<file path="src/sv/wss_pkg.sv">
// shared types and constants for the word shell sort block
`default_nettype none
package wss_pkg;

	localparam int MAX_WORDS_DEF  = 64;
	localparam int WORD_CHARS_DEF = 8;
	localparam int WORD_W         = 64;
	localparam int COUNT_W        = 16;

	typedef struct packed {
		logic [WORD_W-1:0] word_in;
		logic              final_word;
	} item_t;

	typedef struct packed {
		logic [WORD_W-1:0]  word_out;
		logic               end_of_run;
		logic [COUNT_W-1:0] shift_count;
		logic [COUNT_W-1:0] move_count;
		logic               overflow_flag;
	} result_t;

	// controller to datapath
	typedef struct packed {
		logic load;
		logic grow;
		logic pass_init;
		logic fetch;
		logic hold;
		logic probe;
		logic place;
		logic shrink;
		logic emit_rd;
		logic finish;
	} cmd_t;

	// datapath to controller
	typedef struct packed {
		logic grow_ok;
		logic pos_lt_n;
		logic gap_one;
		logic greater;
		logic deep;
		logic emit_last;
	} sts_t;

endpackage
`default_nettype wire

</file>
<file path="src/sv/wss_ctrl.sv">
// sequencer for load, gap setup, insertion passes and read out
`default_nettype none
module wss_ctrl
	import wss_pkg::*;
(
	input  wire logic clk,
	input  wire logic arst_n,
	input  wire logic start,
	input  wire logic final_word,
	input  wire sts_t sts,
	output cmd_t      cmd,
	output logic      busy
);

	typedef enum logic [2:0] {
		S_IDLE,
		S_GROW,
		S_PASS,
		S_HOLD,
		S_CMP,
		S_PLACE,
		S_EMIT,
		S_DONE
	} state_t;

	state_t state_q, state_d;

	always_comb begin
		cmd     = '0;
		state_d = state_q;
		unique case (state_q)
			S_IDLE: begin
				if (start) begin
					cmd.load = 1'b1;
					if (final_word) state_d = S_GROW;
				end
			end
			S_GROW: begin
				if (sts.grow_ok) begin
					cmd.grow = 1'b1;
				end else begin
					cmd.pass_init = 1'b1;
					state_d       = S_PASS;
				end
			end
			S_PASS: begin
				if (sts.pos_lt_n) begin
					cmd.fetch = 1'b1;
					state_d   = S_HOLD;
				end else if (sts.gap_one) begin
					state_d = S_EMIT;
				end else begin
					cmd.shrink = 1'b1;
				end
			end
			S_HOLD: begin
				cmd.hold = 1'b1;
				state_d  = S_CMP;
			end
			S_CMP: begin
				if (sts.greater) begin
					cmd.probe = 1'b1;
					if (!sts.deep) state_d = S_PLACE;
				end else begin
					cmd.place = 1'b1;
					state_d   = S_PASS;
				end
			end
			S_PLACE: begin
				cmd.place = 1'b1;
				state_d   = S_PASS;
			end
			S_EMIT: begin
				cmd.emit_rd = 1'b1;
				if (sts.emit_last) state_d = S_DONE;
			end
			S_DONE: begin
				cmd.finish = 1'b1;
				state_d    = S_IDLE;
			end
			default: state_d = S_IDLE;
		endcase
	end

	always_ff @(posedge clk or negedge arst_n) begin
		if (!arst_n) begin
			state_q <= S_IDLE;
		end else begin
			state_q <= state_d;
		end
	end

	assign busy = (state_q != S_IDLE);

endmodule
`default_nettype wire

</file>
<file path="config.mk">
export PLATFORM = sky130hd
export DESIGN_NAME = wss_ctrl
export DESIGN_NICKNAME = d
export VERILOG_FILES = /design/src/sv/wss_pkg.sv /design/src/sv/wss_ctrl.sv
export SDC_FILE = /design/constraint.sdc
export NUM_CORES = 1
export LEC_CHECK = 0
export ABC_AREA = 1
export BUFFER_PORTS_ARGS = -buffer_cell sky130_fd_sc_hd__buf_2
export CELL_PAD_IN_SITES_DETAIL_PLACEMENT = 2
export CELL_PAD_IN_SITES_GLOBAL_PLACEMENT = 2
export CORE_MARGIN = 4
export CORE_UTILIZATION = 17
export CTS_CLUSTER_SIZE = 16
export DETAILED_ROUTE_END_ITERATION = 7
export PLACE_DENSITY = 0.8
export SYNTH_ARGS = -nofsm -noshare
export SYNTH_HDL_FRONTEND = slang
export SYNTH_SLANG_ARGS = --single-unit
</file>
<file path="constraint.sdc">
create_clock -name clk -period 2.8 [get_ports clk]
set_clock_uncertainty 0.05 [all_clocks]
set_input_delay 0.7 -clock clk [delete_from_list [all_inputs] [get_ports clk]]
set_output_delay 0.7 -clock clk [all_outputs]
set_load 0.1 [all_outputs]
</file>
# Yosys cells after proc, flatten, opt, wreduce, memory -nomap -nowiden
# Cells that the tools add are included.
# word_totals
regBits	3
inputBits	10
# classes
n_eq_ne	13
muxes	26
reduce_logical	3
# ops
cell	count
$mux 3	8
$pmux 3 s8	1
$mux 1	15
$eq 3x3->1 const B	4
$ne 2x2->1 const B	4
$eq 3x2->1 const B	2
$ne 3x3->1 const B	2
$reduce_and 6->1	1
$eq 3x1->1 const B	1
$logic_not 3->1	1
$reduce_bool 3->1	1
$mux 2	1
$pmux 1 s2	1

# Longest topological paths before layout
# logic_depth
ltp_word	3
mapped_depth	8

# Worst setup path before layout
# No wires, ideal clock.
# synth_timing
path_kind	flip-flop to output port
from	register state_q[0]
to	output port cmd[3] (netlist name)
arrival_time_ps	2764
required_ps	2050
setup_slack_ps	-714
stages_incl_launch_ff	5
path_buffers	0
path_cell_list	dfrtp_1 -> inv_1 -> nor2_1 -> inv_1 -> o21ai_0
# synth_rtl
element	line_no	rtl
start, declared	wss_ctrl.sv:26	state_t state_q, state_d;
start signal, assigned	wss_ctrl.sv:89	state_q <= state_d;
end, declared	wss_ctrl.sv:11	output cmd_t cmd,

==> results.cfg <==
[outcome]
outcome = finished clean

[synth]
synth_seq_area_share = 0.243
synth_cells = 57
post_synth_cell_types = 11
async_flop_share = 1.00
synth_edf_count = 0
synth_commonest_cells = 13 x nand2_1, 12 x nor2_1, 9 x inv_1
synth_largest_type_area_fraction = 0.243
syn-cell-area_sq_um = 309
synth_largest_area_cell = dfrtp_1
yosysMostFrequentCell = nand2_1
synth.avg_cell_area_sq_um = 5.42
synth.net_count = 67
ys_dominant_reg_cell = dfrtp_1
synth_top_cells_by_area = dfrtp_1 24%, nand2_1 16%, nor2_1 15%
seq_cells_post_synth = 3
synth_warnings = 0

[flow_run]
max_cap_viol_count = 0

[clock_network]
cts_inserted_buffers = 3
hold_buffers = 0
cts_root_buf = clkbuf_4
clk_pin_slew_ps = 40
post_cts.repair.setup_buffers = 0
cts_tree = built
clock_sinks = 3
total_of_cells_resized_after_clock_tree_synthesis = 0
bufs_on_longest_clock_path = 2
clock_latency_ps = 230
htree_num_levels = 1

[drt]
post_detailed_route_count_of_antenna_violating_nets = 0
avgRoutedWirePerCell_um = 11.5
postRouteWirelength_mm = 1.22
routed-via-count = 458
detail_route.first_pass.iterations = 3
drc = 0
vias_per_cell = 4.32
first_iter_violations = 2

[final_layout]
layout-area-overhead-vs-synth_pct = 57.5
number_of_inserted_diodes = 0
largestRegisters = state_q x3
regMostFlops = state_q
flip_flop_count_of_the_largest_register_after_layout = 3
final.fill_count = 243
instances_no_fill = 106
ratio_of_cells_with_drive_above_1_in_the_final_layout = 0.370
final_nets = 92

[placement]
setup_ws_pre_cts_ps = 521
dpl.hpwl_mm = 1.04
placedCellCount = 102
buffer_ports.inserted = 20
gp_congestion = 0.729

[floorplan]
die_area_sq_mm = 0.00256
chipHeight_um = 50.6
io_pins = 21
floorplan.die.width_um = 50.6
coreArea_sq_mm = 0.00173
start_util = 0.179
floorplan.rows = 15

[global_route]
residual_overflow_from_global_routing = 0
largest_net_degree_at_the_start_of_global_routing = 10
number_of_antenna_violations_at_the_first_check_in_global_routing = 0
first_global_vias = 490
grt_pass1_wl_mm = 2.04
grt.total_usage = 0.105

[timing]
worst_slew_pin_slew_ps = 487
final_report_hold_violation_count = 0
finalWorstPathRequiredPeriod_ps = 2360
timing.fmax_mhz = 424
post-route-period-util = 0.842
grt_setup_unrepaired = false
finalWorstSetupSlack_ps = 442
setup_viol = 0
slew_headroom = 0.678
final_number_of_max_transition_violations = 0
setup-tns-final_ps = 0

[critical_path]
cp_max_fo = 7
critical_path.endpoint_type = output pin
criticalPathCategory = reg -> out
arrival_ps = 1610
critPathLaunchType = flop
critPathRequiredTime_ps = 2050

[hold_path]
worst_hold_path_type = in -> async
[per-layer routing]
metal  part of all wire  up-vias  global-route usage
li1                   -      229                   -
met1               0.39      217               0.101
met2               0.55        8               0.207
met3              0.039        4              0.0208
met4              0.017        0              0.0538
met5                  0        -                   0
[area by class of cell]
cell class              count  area (sq um)  area share
multi-input cells          43           213       0.437
clock buffers               4          26.3      0.0540
flip-flops and latches      3          75.1       0.154
repair buffers             20           100       0.206
inverters                  11          41.3      0.0848
well taps                  25          31.3      0.0643
[cell families (layout without fill, tap and decap cells)]
group | count (synthesis) | count (layout) | share of synthesized area
AO/OA/AOI/OAI | 6 | 6 | 0.113
buffers and inverters | 11 | 35 | 0.134
flip-flops | 3 | 3 | 0.243
AND/OR/NAND/NOR | 37 | 37 | 0.510
[through the flow]
stage	util	cell area (sq um)	hold WS, ps
after CTS	0.282	487	195
final	0.282	487	204
after detailed placement	0.267	460	446
after global routing	0.282	487	190
after floorplan	-	329	354
after global placement	0.267	460	445
[path summary, 6_finish.rpt]
check                             endpoint  slack (ps)  cells past startpoint        from
worst min-delay path            state_q[1]         200                      1      arst_n
worst max register to register  state_q[1]        1370                      7  state_q[2]
max in group asynchronous       state_q[0]        2390                      1      arst_n
min in group clk                state_q[1]         590                      2  state_q[1]
worst max-delay path                cmd[4]         440                      4  state_q[1]
worst min register to register  state_q[1]         590                      2  state_q[1]
[layout by cell type, fill, tap and decap left out, drive strengths merged]
master	instances
inv	11
nand2	13
nor2	13
clkbuf	4
buf	20
dfrtp	3
nand3	7
nand4	2
nor3	2
o21ai	4
o211ai	2
[critical path, stage by stage, from the launching register on]
cell     delay, ps
dfrtp_1        460
nor2_1         250
nand2_1        130
nor2_1         100
buf_2          430
Power is not shown: default switching activity piles up to over one toggle a cycle in this logic, so the estimate is an artifact.
